<file path="config.mk">
export PLATFORM = sky130hd
export DESIGN_NAME = peak_and_rms_window_meter_top
export DESIGN_NICKNAME = d
export VERILOG_FILES = /design/src/hdl/pawm_pkg.sv /design/src/hdl/pawm_front.sv /design/src/hdl/pawm_queue.sv /design/src/hdl/pawm_back.sv /design/src/hdl/peak_and_rms_window_meter_top.sv
export SDC_FILE = /design/constraint.sdc
export NUM_CORES = 2
export LEC_CHECK = 0
export BUFFER_PORTS_ARGS = -buffer_cell sky130_fd_sc_hd__buf_2
export CORE_MARGIN = 8
export CORE_UTILIZATION = 58
export CTS_BUF_LIST = sky130_fd_sc_hd__clkbuf_16
export DETAILED_ROUTE_END_ITERATION = 7
export GPL_TIMING_DRIVEN = 0
export MAX_ROUTING_LAYER = met4
export PLACE_DENSITY = 0.74
export SETUP_SLACK_MARGIN = 0.5
export SYNTH_ARGS = -nofsm -noshare
export SYNTH_HDL_FRONTEND = slang
export SYNTH_SLANG_ARGS = --single-unit
</file>
<file path="constraint.sdc">
create_clock -name clk -period 16.29 [get_ports clk]
set_input_delay 2.4435 -clock clk [delete_from_list [all_inputs] [get_ports clk]]
set_output_delay 2.4435 -clock clk [all_outputs]
set_load 0.03 [all_outputs]
</file>
<file path="src/hdl/pawm_pkg.sv">
`timescale 1ns / 1ps

package pawm_pkg;

  // fixed field widths of the two channels
  localparam int CHAN_BITS   = 3;
  localparam int LEVEL_BITS  = 16;
  localparam int WCOUNT_BITS = 13;

  // sum of squares saturates at 2^43 - 1
  localparam int SUM_BITS = 43;
  localparam logic [SUM_BITS-1:0] SUM_LIMIT = {SUM_BITS{1'b1}};

  // widest window count carried in a report (WINDOW_MAX up to 131071)
  localparam int REP_CNT_BITS = 17;

  // root of a SUM_BITS value, one bit pair per step
  localparam int ROOT_BITS = (SUM_BITS + 1) / 2;
  localparam int RAD_BITS  = 2 * ROOT_BITS;

  // report queue between front and back
  localparam int QDEPTH = 4;

  // parameter defaults
  localparam int CHANNELS_DEF    = 8;
  localparam int WINDOW_MAX_DEF  = 4096;
  localparam int SAMPLE_BITS_DEF = 16;

  typedef struct packed {
    logic [CHAN_BITS-1:0]         chan;
    logic signed [LEVEL_BITS-1:0] sample_value;
    logic                         first_of_window;
    logic                         last_of_window;
  } pawm_in_t;

  typedef struct packed {
    logic [CHAN_BITS-1:0]   out_chan;
    logic [LEVEL_BITS-1:0]  peak_level;
    logic [LEVEL_BITS-1:0]  rms_level;
    logic [WCOUNT_BITS-1:0] window_count;
    logic                   window_overflow;
  } pawm_out_t;

  // closed window handed from front to back
  typedef struct packed {
    logic [CHAN_BITS-1:0]    chan;
    logic [LEVEL_BITS-1:0]   peak;
    logic [SUM_BITS-1:0]     sum;
    logic [REP_CNT_BITS-1:0] count;
    logic                    overflow;
  } pawm_rep_t;

  // queue status seen by the front
  typedef struct packed {
    logic almost_full;
    logic empty;
  } pawm_qstat_t;

endpackage

</file>
<file path="src/hdl/pawm_front.sv">
`timescale 1ns / 1ps

module pawm_front #(
  parameter int CHANNELS    = pawm_pkg::CHANNELS_DEF,
  parameter int WINDOW_MAX  = pawm_pkg::WINDOW_MAX_DEF,
  parameter int SAMPLE_BITS = pawm_pkg::SAMPLE_BITS_DEF
) (
  input  logic                clk,
  input  logic                rst,
  input  logic                sample_valid,
  output logic                sample_stall,
  input  pawm_pkg::pawm_in_t  sample,
  input  pawm_pkg::pawm_qstat_t qstat,
  output logic                push,
  output pawm_pkg::pawm_rep_t push_data
);
  import pawm_pkg::*;

  localparam int SQ_W   = 2 * SAMPLE_BITS;
  localparam int SUMX_W = ((SQ_W > SUM_BITS) ? SQ_W : SUM_BITS) + 1;
  localparam int CNT_W  = $clog2(WINDOW_MAX + 1);

  logic                        accept;
  logic [SAMPLE_BITS+15:0]     sample_ext;
  logic [SAMPLE_BITS-1:0]      raw;
  logic [SAMPLE_BITS-1:0]      mag_in;

  // stage 1: magnitude
  logic                        s1_valid;
  logic [CHAN_BITS-1:0]        s1_chan;
  logic [SAMPLE_BITS-1:0]      s1_mag;
  logic                        s1_first;
  logic                        s1_last;

  // stage 2: square, then accumulate
  logic                        s2_valid;
  logic [CHAN_BITS-1:0]        s2_chan;
  logic [SAMPLE_BITS-1:0]      s2_mag;
  logic [SQ_W-1:0]             s2_sq;
  logic                        s2_first;
  logic                        s2_last;

  logic [SAMPLE_BITS-1:0]      peak_store   [CHANNELS];
  logic [SUM_BITS-1:0]         sum_store    [CHANNELS];
  logic [CNT_W-1:0]            count_store  [CHANNELS];
  logic                        ovf_store    [CHANNELS];

  logic [SAMPLE_BITS-1:0]      rd_peak;
  logic [SUM_BITS-1:0]         rd_sum;
  logic [CNT_W-1:0]            rd_count;
  logic                        rd_ovf;

  logic [SAMPLE_BITS-1:0]      peak_next;
  logic [SUM_BITS-1:0]         sum_next;
  logic [CNT_W-1:0]            count_next;
  logic                        ovf_next;
  logic [SUMX_W-1:0]           sum_wide;

  assign sample_stall = qstat.almost_full;
  assign accept       = sample_valid && !sample_stall;

  // low SAMPLE_BITS bits of the zero-extended sample are the signed sample
  assign sample_ext = {{SAMPLE_BITS{1'b0}}, sample.sample_value};
  assign raw        = sample_ext[SAMPLE_BITS-1:0];
  assign mag_in     = raw[SAMPLE_BITS-1] ? (~raw + 1'b1) : raw;

  always_ff @(posedge clk) begin
    if (rst) begin
      s1_valid <= 1'b0;
      s2_valid <= 1'b0;
    end else begin
      s1_valid <= accept && (32'(sample.chan) < CHANNELS);
      s2_valid <= s1_valid;
    end
    s1_chan  <= sample.chan;
    s1_mag   <= mag_in;
    s1_first <= sample.first_of_window;
    s1_last  <= sample.last_of_window;
    s2_chan  <= s1_chan;
    s2_mag   <= s1_mag;
    s2_sq    <= SQ_W'(s1_mag) * SQ_W'(s1_mag);
    s2_first <= s1_first;
    s2_last  <= s1_last;
  end

  // channel read, base is zero on a first mark
  always_comb begin
    rd_peak  = '0;
    rd_sum   = '0;
    rd_count = '0;
    rd_ovf   = 1'b0;
    for (int i = 0; i < CHANNELS; i++) begin
      if (32'(s2_chan) == i && !s2_first) begin
        rd_peak  = peak_store[i];
        rd_sum   = sum_store[i];
        rd_count = count_store[i];
        rd_ovf   = ovf_store[i];
      end
    end
  end

  always_comb begin
    peak_next  = (s2_mag > rd_peak) ? s2_mag : rd_peak;
    sum_wide   = SUMX_W'(rd_sum) + SUMX_W'(s2_sq);
    sum_next   = rd_sum;
    count_next = rd_count;
    ovf_next   = rd_ovf;
    if (32'(rd_count) >= WINDOW_MAX) begin
      ovf_next = 1'b1;
    end else begin
      sum_next   = (sum_wide > SUMX_W'(SUM_LIMIT)) ? SUM_LIMIT : sum_wide[SUM_BITS-1:0];
      count_next = rd_count + 1'b1;
    end
  end

  assign push               = s2_valid && s2_last;
  assign push_data.chan     = s2_chan;
  assign push_data.peak     = LEVEL_BITS'(peak_next);
  assign push_data.sum      = sum_next;
  assign push_data.count    = REP_CNT_BITS'(count_next);
  assign push_data.overflow = ovf_next;

  always_ff @(posedge clk) begin
    if (rst) begin
      for (int i = 0; i < CHANNELS; i++) begin
        peak_store[i]  <= '0;
        sum_store[i]   <= '0;
        count_store[i] <= '0;
        ovf_store[i]   <= 1'b0;
      end
    end else if (s2_valid) begin
      for (int i = 0; i < CHANNELS; i++) begin
        if (32'(s2_chan) == i) begin
          // closing sample clears the channel after the report
          peak_store[i]  <= s2_last ? '0 : peak_next;
          sum_store[i]   <= s2_last ? '0 : sum_next;
          count_store[i] <= s2_last ? '0 : count_next;
          ovf_store[i]   <= s2_last ? 1'b0 : ovf_next;
        end
      end
    end
  end

endmodule

</file>
<file path="src/hdl/pawm_queue.sv">
`timescale 1ns / 1ps

module pawm_queue (
  input  logic                  clk,
  input  logic                  rst,
  input  logic                  push,
  input  pawm_pkg::pawm_rep_t   push_data,
  input  logic                  pop,
  output pawm_pkg::pawm_rep_t   head,
  output pawm_pkg::pawm_qstat_t qstat
);
  import pawm_pkg::*;

  localparam int PTR_W  = $clog2(QDEPTH);
  localparam int FILL_W = $clog2(QDEPTH + 1);

  pawm_rep_t         entries [QDEPTH];
  logic [PTR_W-1:0]  wr_ptr;
  logic [PTR_W-1:0]  rd_ptr;
  logic [FILL_W-1:0] fill;

  assign head              = entries[rd_ptr];
  assign qstat.empty       = (fill == '0);
  // two samples may still be in the front pipeline
  assign qstat.almost_full = (32'(fill) >= QDEPTH - 2);

  always_ff @(posedge clk) begin
    if (push) begin
      entries[wr_ptr] <= push_data;
    end
  end

  always_ff @(posedge clk) begin
    if (rst) begin
      wr_ptr <= '0;
      rd_ptr <= '0;
      fill   <= '0;
    end else begin
      if (push) begin
        wr_ptr <= wr_ptr + 1'b1;
      end
      if (pop) begin
        rd_ptr <= rd_ptr + 1'b1;
      end
      case ({push, pop})
        2'b10:   fill <= fill + 1'b1;
        2'b01:   fill <= fill - 1'b1;
        default: fill <= fill;
      endcase
    end
  end

endmodule

</file>
<file path="src/hdl/pawm_back.sv">
`timescale 1ns / 1ps

module pawm_back (
  input  logic                  clk,
  input  logic                  rst,
  input  pawm_pkg::pawm_rep_t   head,
  input  pawm_pkg::pawm_qstat_t qstat,
  output logic                  pop,
  output logic                  level_valid,
  input  logic                  level_stall,
  output pawm_pkg::pawm_out_t   level
);
  import pawm_pkg::*;

  typedef enum logic [2:0] {
    B_IDLE,
    B_DIV,
    B_PREP,
    B_ROOT,
    B_HOLD
  } bstate_t;

  localparam int STEP_W = $clog2(SUM_BITS);
  localparam int SREM_W = ROOT_BITS + 3;

  bstate_t                 state;
  logic [STEP_W-1:0]       step;

  logic [CHAN_BITS-1:0]    chan;
  logic [LEVEL_BITS-1:0]   peak;
  logic [REP_CNT_BITS-1:0] divisor;
  logic                    overflow;

  logic [SUM_BITS-1:0]     quo;
  logic [REP_CNT_BITS-1:0] rem;
  logic [RAD_BITS-1:0]     rad;
  logic [ROOT_BITS-1:0]    root;
  logic [SREM_W-1:0]       srem;

  logic [REP_CNT_BITS:0]   rem_sh;
  logic                    div_ge;
  logic [SREM_W-1:0]       srem_sh;
  logic [SREM_W-1:0]       trial;
  logic                    root_ge;

  assign pop = (state == B_IDLE) && !qstat.empty;

  // restoring divide step
  assign rem_sh = {rem, quo[SUM_BITS-1]};
  assign div_ge = (rem_sh >= {1'b0, divisor});

  // digit-by-digit root step
  assign srem_sh = {srem[SREM_W-3:0], rad[RAD_BITS-1 -: 2]};
  assign trial   = {1'b0, root, 2'b01};
  assign root_ge = (srem_sh >= trial);

  always_ff @(posedge clk) begin
    if (rst) begin
      state       <= B_IDLE;
      level_valid <= 1'b0;
    end else begin
      // the hold state reloads the output itself
      if (level_valid && !level_stall && state != B_HOLD) begin
        level_valid <= 1'b0;
      end
      case (state)
        B_IDLE: begin
          if (!qstat.empty) begin
            chan     <= head.chan;
            peak     <= head.peak;
            divisor  <= head.count;
            overflow <= head.overflow;
            quo      <= head.sum;
            rem      <= '0;
            step     <= '0;
            state    <= B_DIV;
          end
        end
        B_DIV: begin
          rem  <= div_ge ? REP_CNT_BITS'(rem_sh - {1'b0, divisor}) : rem_sh[REP_CNT_BITS-1:0];
          quo  <= {quo[SUM_BITS-2:0], div_ge};
          step <= step + 1'b1;
          if (step == STEP_W'(SUM_BITS - 1)) begin
            state <= B_PREP;
          end
        end
        B_PREP: begin
          rad   <= RAD_BITS'(quo);
          root  <= '0;
          srem  <= '0;
          step  <= '0;
          state <= B_ROOT;
        end
        B_ROOT: begin
          rad  <= {rad[RAD_BITS-3:0], 2'b00};
          srem <= root_ge ? (srem_sh - trial) : srem_sh;
          root <= {root[ROOT_BITS-2:0], root_ge};
          step <= step + 1'b1;
          if (step == STEP_W'(ROOT_BITS - 1)) begin
            state <= B_HOLD;
          end
        end
        B_HOLD: begin
          if (!level_valid || !level_stall) begin
            level_valid           <= 1'b1;
            level.out_chan        <= chan;
            level.peak_level      <= peak;
            level.rms_level       <= root[LEVEL_BITS-1:0];
            level.window_count    <= divisor[WCOUNT_BITS-1:0];
            level.window_overflow <= overflow;
            state                 <= B_IDLE;
          end
        end
        default: begin
          state <= B_IDLE;
        end
      endcase
    end
  end

endmodule

</file>
<file path="src/hdl/peak_and_rms_window_meter_top.sv">
`timescale 1ns / 1ps
// samples: one beat per cycle while sample_stall is low; a closing beat's report is pushed from stage 2
// reports: the back end takes one report at a time from the queue, then runs a 43-step
//   restoring divide, a setup state, a 22-step root and a load into the output register
// the four-entry report queue absorbs bursts of closing beats; sample_stall rises once two
//   reports are waiting, so the sustained report rate is set by the back end
// rst (synchronous, active high) clears all channel accumulators, the queue and level_valid

module peak_and_rms_window_meter_top #(
  parameter int CHANNELS    = pawm_pkg::CHANNELS_DEF,
  parameter int WINDOW_MAX  = pawm_pkg::WINDOW_MAX_DEF,
  parameter int SAMPLE_BITS = pawm_pkg::SAMPLE_BITS_DEF
) (
  input  logic               clk,
  input  logic               rst,
  // sample channel
  input  logic               sample_valid,
  output logic               sample_stall,
  input  pawm_pkg::pawm_in_t sample,
  // level report channel
  output logic               level_valid,
  input  logic               level_stall,
  output pawm_pkg::pawm_out_t level
);
  import pawm_pkg::*;

  // front to queue
  logic        push;
  pawm_rep_t   push_data;
  // queue to back
  logic        pop;
  pawm_rep_t   head;
  pawm_qstat_t qstat;

  // front: magnitude, square and per-channel accumulation, one beat per cycle unless stalled;
  // a closing beat pushes the finished window and clears the channel
  pawm_front #(
    .CHANNELS    (CHANNELS),
    .WINDOW_MAX  (WINDOW_MAX),
    .SAMPLE_BITS (SAMPLE_BITS)
  ) u_front (
    .clk          (clk),
    .rst          (rst),
    .sample_valid (sample_valid),
    .sample_stall (sample_stall),
    .sample       (sample),
    .qstat        (qstat),
    .push         (push),
    .push_data    (push_data)
  );

  // short queue of finished windows; the front stalls only once the queue is almost full
  pawm_queue u_queue (
    .clk       (clk),
    .rst       (rst),
    .push      (push),
    .push_data (push_data),
    .pop       (pop),
    .head      (head),
    .qstat     (qstat)
  );

  // back: serial mean and root, then the output register
  pawm_back u_back (
    .clk         (clk),
    .rst         (rst),
    .head        (head),
    .qstat       (qstat),
    .pop         (pop),
    .level_valid (level_valid),
    .level_stall (level_stall),
    .level       (level)
  );

endmodule
</file>
Word level (Yosys, flattened, before mapping)
Memory sizes are Yosys's and may differ from the RTL's. A register that Yosys moved wholly into a read port is not among the register bits.
Cells that the tools add are included.
{ "word_totals": {"reg_bits": 328, "ramBits": 888, "output_inout_bits": 51, "mem_count": 5} }
{ "memory_table": {"columns": ["memory", "depth", "word_bits", "rd", "rd_ports_with_merged_regs", "write_ports", "line_no", "text"], "rows": [
  ["u_front.sum_store", 8, 43, 8, 0, 8, "pawm_front.sv:44", "logic [SUM_BITS-1:0] sum_store [CHANNELS];"],
  ["u_queue.entries", 4, 76, 1, 1, 1, "pawm_queue.sv:17", "pawm_rep_t entries [QDEPTH];"],
  ["u_front.peak_store", 8, 16, 8, 0, 8, "pawm_front.sv:43", "logic [SAMPLE_BITS-1:0] peak_store [CHANNELS];"],
  ["u_front.count_store", 8, 13, 8, 0, 8, "pawm_front.sv:45", "logic [CNT_W-1:0] count_store [CHANNELS];"],
  ["u_front.ovf_store", 8, 1, 8, 0, 8, "pawm_front.sv:46", "logic ovf_store [CHANNELS];"]
]} }
{ "op_classes": {"addsub": 10, "multipliers": 1, "n_lt_le_gt_ge": 6, "n_eq_ne": 20, "muxes": 132, "n_bitwise": 35, "reduce_logical": 33} }
{ "op_table": {"columns": ["operator", "n"], "rows": [
  ["43-bit two-way mux", 20],
  ["16-bit two-way mux", 18],
  ["13-bit two-way mux", 18],
  ["44-bit one-hot mux with 2 select lines", 1],
  ["43-bit one-hot mux with 2 select lines", 1],
  ["1-bit two-way mux", 57],
  ["23-bit one-hot mux with 2 select lines", 1],
  ["43-bit by 32-bit adder with 44-bit output", 1],
  ["44-bit by 43-bit greater-than comparator with 1-bit output, second input constant", 1],
  ["22-bit one-hot mux with 2 select lines", 1],
  ["17-bit two-way mux", 2],
  ["17-bit one-hot mux with 2 select lines", 1],
  ["16-bit by 16-bit multiplier with 32-bit output", 1],
  ["1-bit bitwise OR", 32],
  ["25-bit by 24-bit greater-or-equal comparator with 1-bit output", 1],
  ["23-bit two-way mux", 1],
  ["23-bit subtractor", 1],
  ["18-bit by 17-bit greater-or-equal comparator with 1-bit output", 1],
  ["6-bit one-hot mux with 3 select lines", 1],
  ["17-bit subtractor", 1],
  ["16-bit by 1-bit adder with 16-bit output, second input constant", 1],
  ["16-bit greater-than comparator", 1],
  ["16-bit NOT", 1],
  ["3-bit equality test, second input constant", 5],
  ["other kinds (33)", 68]
]} }

Depth between registers and ports, before layout
{ "depth": {"word_depth": 16, "ltp_mapped": 25} }

Hierarchy
Synthesis repeated with hierarchy kept, for this count alone.
{ "hier_totals": {"hier_cells": 4764, "hier_area_um2": 60919.7} }
{ "by_module_without_submodules": {"columns": ["mod", "instances", "cells_per_inst", "area_per_inst_um2"], "rows": [
  ["pawm_front", 1, 3321, 37206.9],
  ["pawm_queue", 1, 465, 12059.1],
  ["pawm_back", 1, 978, 11653.7]
]} }

Worst setup path before layout
Ideal clock, no wire load.
{ "synth_timing": {"kind": "input to register", "from": "in rst", "to": "reg u_back.rad[0], enable pin", "setup_ps": 646, "t_arrival_ps": 8821, "setup_slack_ps": 6824, "stages": 3, "cell_sequence": "clkbuf_1 -> clkbuf_1 -> nor3_1"} }
{ "synth_between": {"elab_chain_cells": 2} }
{ "synth_lines": {"columns": ["element", "line_no", "text"], "rows": [
  ["start: declaration", "peak_and_rms_window_meter_top.sv:15", "input logic rst,"],
  ["1-bit NOT (no line)", null, null],
  ["2-bit AND reduction (no line)", null, null],
  ["end signal: assignment", "pawm_back.sv:88", "rad <= RAD_BITS'(quo);"],
  ["end signal: assignment", "pawm_back.sv:95", "rad <= {rad[RAD_BITS-3:0], 2'b00};"],
  ["end: declaration", "pawm_back.sv:36", "logic [RAD_BITS-1:0] rad;"]
]} }
No other way between the ends.
A chain may end at the register's enable or synchronous reset.

==> key figures <==
Status
  • Status: finished with violations
  • Violated checks: design-rule violations, max-capacitance violations

STA
  • Rel. slew slack: 2.24%
  • Fmax: 117 MHz
  • Tcrit/Tclk final: 52.6%
  • Crit path time final: 8.57 ns
  • Final setup TNS: 0 ns
  • Endpoints failing setup: 0
  • Layout Skew: 0.0257 ns
  • Count of final hold-check violations: 0
  • Slew Viols, Final: 0
  • RSZ-0062 raised after global routing: no
  • Worst Tran Pin Value: 1.46 ns

Synth
  • Synthesized net count: 4,989
  • Post-synthesis sequential area ratio: 59.5%
  • Synth async-reset ratio: 0%
  • Yosys cell types: 87
  • Mapped Area: 59,700 µm²
  • Post-Synth XOR/XNOR Area: 1.69%
  • Mean Syn Cell Area: 13.0 µm²
  • Cells after synthesis: 4,601
  • Synth Area in Adders: 9.69%
  • Post-synthesis mux area share: 4.75%
  • Compound-gate portion of the synthesized area: 9.86%
  • Post-synthesis simple-gate area fraction: 10.9%
  • Yosys warnings: 0
  • #FFs+latches synth: 1,212
  • Top_reg_cell synth: edfxtp_1
  • Post-synth EDFFs: 1,125
  • Largest family of logic cells by synthesized area: simple AND/OR/NAND/NOR gates

Die
  • Die Ht: 337 µm
  • Initial Util: 58.5%
  • Die width: 337 µm
  • Row count: 117
  • Die area: 114,000 µm²
  • Core area: 102,000 µm²
  • # IOs: 76

Pwr
  • Maximum vdd drop: 0.583 mV
  • Pwr dens: 171 nW/µm²
  • Pleak: 25.1 nW

Finish
  • Final #Nets: 5,208
  • Design Area, Final: 66,300 µm²
  • Share of layout cells above drive strength 1: 10.1%
  • Fill cells: 7,333
  • Commonest cells after routing, fill and taps aside: edfxtp_1, nand2_1, nor2_1
  • Sequential Area: 35,500 µm²
  • Layout area overhead: 11.1%
  • Leading cell type in the layout, fill and taps excluded: edfxtp_1
  • Fin util: 65.0%
  • Area of the multi-input gates: 22,100 µm²

Critical path
  • CP max FO: 11
  • Reg2reg path depth: 18
  • CP delay by family, top: compound AO/OA/AOI/OAI gates
  • R2R Path Start: u_front.s2_chan[1]$_DFF_P_
  • Flop-to-flop setup slack: 7.72 ns
  • WP data arrival: 8.92 ns
  • Largest stage delay, worst path: 0.91 ns
  • Setup crit end kind: register
  • RR Endpoint: u_queue.entries[3][39]$_DFFE_PP_
  • Crit path cell chain: buf_4, buf_4, nor4bb_1, clkbuf_1, clkbuf_1, buf_1, a22oi_1, nand4_1, ha_1, a21oi_1, o21ai_0, a21oi_1, o211ai_1, a31oi_1, a21boi_1, o21ai_4, a21oi_1, nor2_1
  • CP required: 16.64 ns
  • Critical path type: register to register
  • Worst Path Buf+Inv: 5
  • Crit-path slowest cell: dfxtp_1
  • CP Launch Type: register
  • Cell repeated most along the worst path: a21oi_1

Place
  • Placed instance area: 62,400 µm²
  • DP HPWL: 109 mm
  • Gpl congestion: 0.935
  • Port buffer count: 74

Worst hold path
  • Hold path endpoint: u_front.s2_chan[1]$_DFF_P_
  • Hold_sp: u_front.s1_chan[1]$_DFF_P_
  • Min-delay worst type: register to register
  • WHS Path Cells: 0

Drt
  • Wire per inst: 25.3 µm
  • Via density: 6.28
  • Final antenna-violating net count: 0
  • Vias: 39,600
  • WL final: 159 mm
  • 1st-iter DRT viols: 4,902
  • DRC: 2
  • First-pass DRT Iterations: 8

Clocking
  • CTS clk-pin slew, worst paths: 0.06 ns
  • Hold_buf cts: 0
  • Sink Count: 1,212
  • CTS Root Buffer Type: clkbuf_16
  • # Post-CTS Setup Buffers: 0
  • CTS tree: yes
  • Cts bufs inserted: 117
  • Worst-skew pair later-pin latency: 0.72 ns
  • Clk buf depth: 3
  • PostCTS Resize Cnt: 0
  • H-tree Lvls: 3

GRT
  • Largest net degree at the start of global routing: 53
  • GRT Total Usage: 28.4%
  • First-pass GRT wire length: 238 mm
  • Vias in the first global route: 39,200
  • Gr ovfl total: 0
  • Initial antenna violation count: 2

Job
  • Max-cap violations: 1
power breakdown:
| part | switching, mW | total (mW) | internal [mW] |
|---|---|---|---|
| Combinational | 2.85 | 4.68 | 1.83 |
| Clock | 1.19 | 2.75 | 1.57 |
| Sequential | 0.110 | 3.94 | 3.83 |
cells in the mapped netlist (42+ instances only):
library cell,instances,area share [%]
nor3_1,60,0.50
fa_1,166,5.6
nand2_1,458,2.9
nor2_1,432,2.7
a22o_1,42,0.62
a22oi_1,120,1.5
clkbuf_1,198,1.2
inv_1,312,2.0
nand3_1,60,0.50
a21oi_1,136,1.1
mux2i_1,53,0.89
and3_1,47,0.49
dfxtp_1,87,2.9
a21o_1,48,0.60
edfxtp_1,1125,57
xnor2_1,84,1.2
ha_1,197,4.1
and2_1,157,1.6
a211oi_1,140,1.8
mux4_2,96,3.6
o21ai_0,66,0.55
worst reg2reg max path, stage by stage, from the launching register on:
cell	delay, ns
dfxtp_1	0.91
buf_4	0.33
buf_4	0.24
nor4bb_1	0.29
clkbuf_1	0.60
clkbuf_1	0.82
buf_1	0.66
a22oi_1	0.22
nand4_1	0.36
ha_1	0.38
a21oi_1	0.25
o21ai_0	0.17
a21oi_1	0.19
o211ai_1	0.13
a31oi_1	0.23
a21boi_1	0.85
o21ai_4	0.31
a21oi_1	0.89
nor2_1	0.39
cells by family (layout without fill, tap and decap cells):
group | Yosys count | count (layout)
AND/OR/NAND/NOR | 1395 | 1395
multiplexers | 162 | 162
other | 0 | 2
XOR/XNOR | 115 | 115
AO/OA/AOI/OAI | 793 | 793
flip-flops | 1212 | 1212
buffers and inverters | 561 | 885
adder cells (fa/ha/maj) | 363 | 363
through the flow:
step	cells	hold slack (ns)	total power [mW]	worst slack, ns
floorplan	4601	0.310	7.37	6.82
global placement	6043	0.310	8.57	3.78
detailed placement	6069	0.312	8.65	8.11
CTS	6293	0.328	11.4	8.10
global route	6295	0.336	12.0	7.67
finish	6295	0.329	11.4	7.72
sequential cells by signal, indices dropped and copies added (netlist names), 6 cells and up, named ones only:
signal,count
u_front.count_store,104
u_front.s2_sq,30
u_back.level,49
u_front.sum_store,344
u_back.srem,23
u_back.quo,43
u_back.divisor,13
u_back.step,6
u_front.peak_store,128
u_front.ovf_store,8
u_back.root,22
u_back.peak,16
u_back.rad,44
u_back.rem,17
u_front.s2_mag,16
u_front.s1_mag,16
u_queue.entries,304
worst max-delay path by stage:
stage                                          start                               end  slack [ns]  cells after the start
after global placement                           rst      u_back.srem[7]$_SDFFCE_PN0P_        3.78                      3
after CTS                 u_front.s2_chan[1]$_DFF_P_  u_queue.entries[3][39]$_DFFE_PP_        8.10                     20
after floorplan                                  rst       u_back.rad[0]$_SDFFCE_PP0P_        6.82                      3
final                     u_front.s2_chan[1]$_DFF_P_  u_queue.entries[3][39]$_DFFE_PP_        7.72                     18
after detailed placement  u_front.s2_chan[1]$_DFF_P_  u_queue.entries[1][39]$_DFFE_PP_        8.11                     20
after global routing      u_front.s2_chan[1]$_DFF_P_  u_queue.entries[1][64]$_DFFE_PP_        7.67                     21
final cells by class:
| type | count | area share [%] |
|---|---|---|
| buffer | 249 | 1.54 |
| antenna | 2 | 0.00754 |
| clock inverter | 107 | 1.47 |
| multi-input combinational | 2828 | 33.3 |
| inverter | 312 | 1.77 |
| timing repair buffer | 100 | 1.32 |
| clock buffer | 117 | 4.41 |
| tap | 1368 | 2.58 |
| sequential | 1212 | 53.6 |
per-layer routing:
layer | up-vias | global-route usage [%] | share of wire [%]
met5 | - | - | 0
met4 | 0 | 12.2 | 4.7
met3 | 452 | 5.51 | 11
met2 | 2249 | 44.7 | 47
met1 | 19500 | 36.3 | 37
li1 | 17300 | - | -
Power figures use the tool's default switching activity.
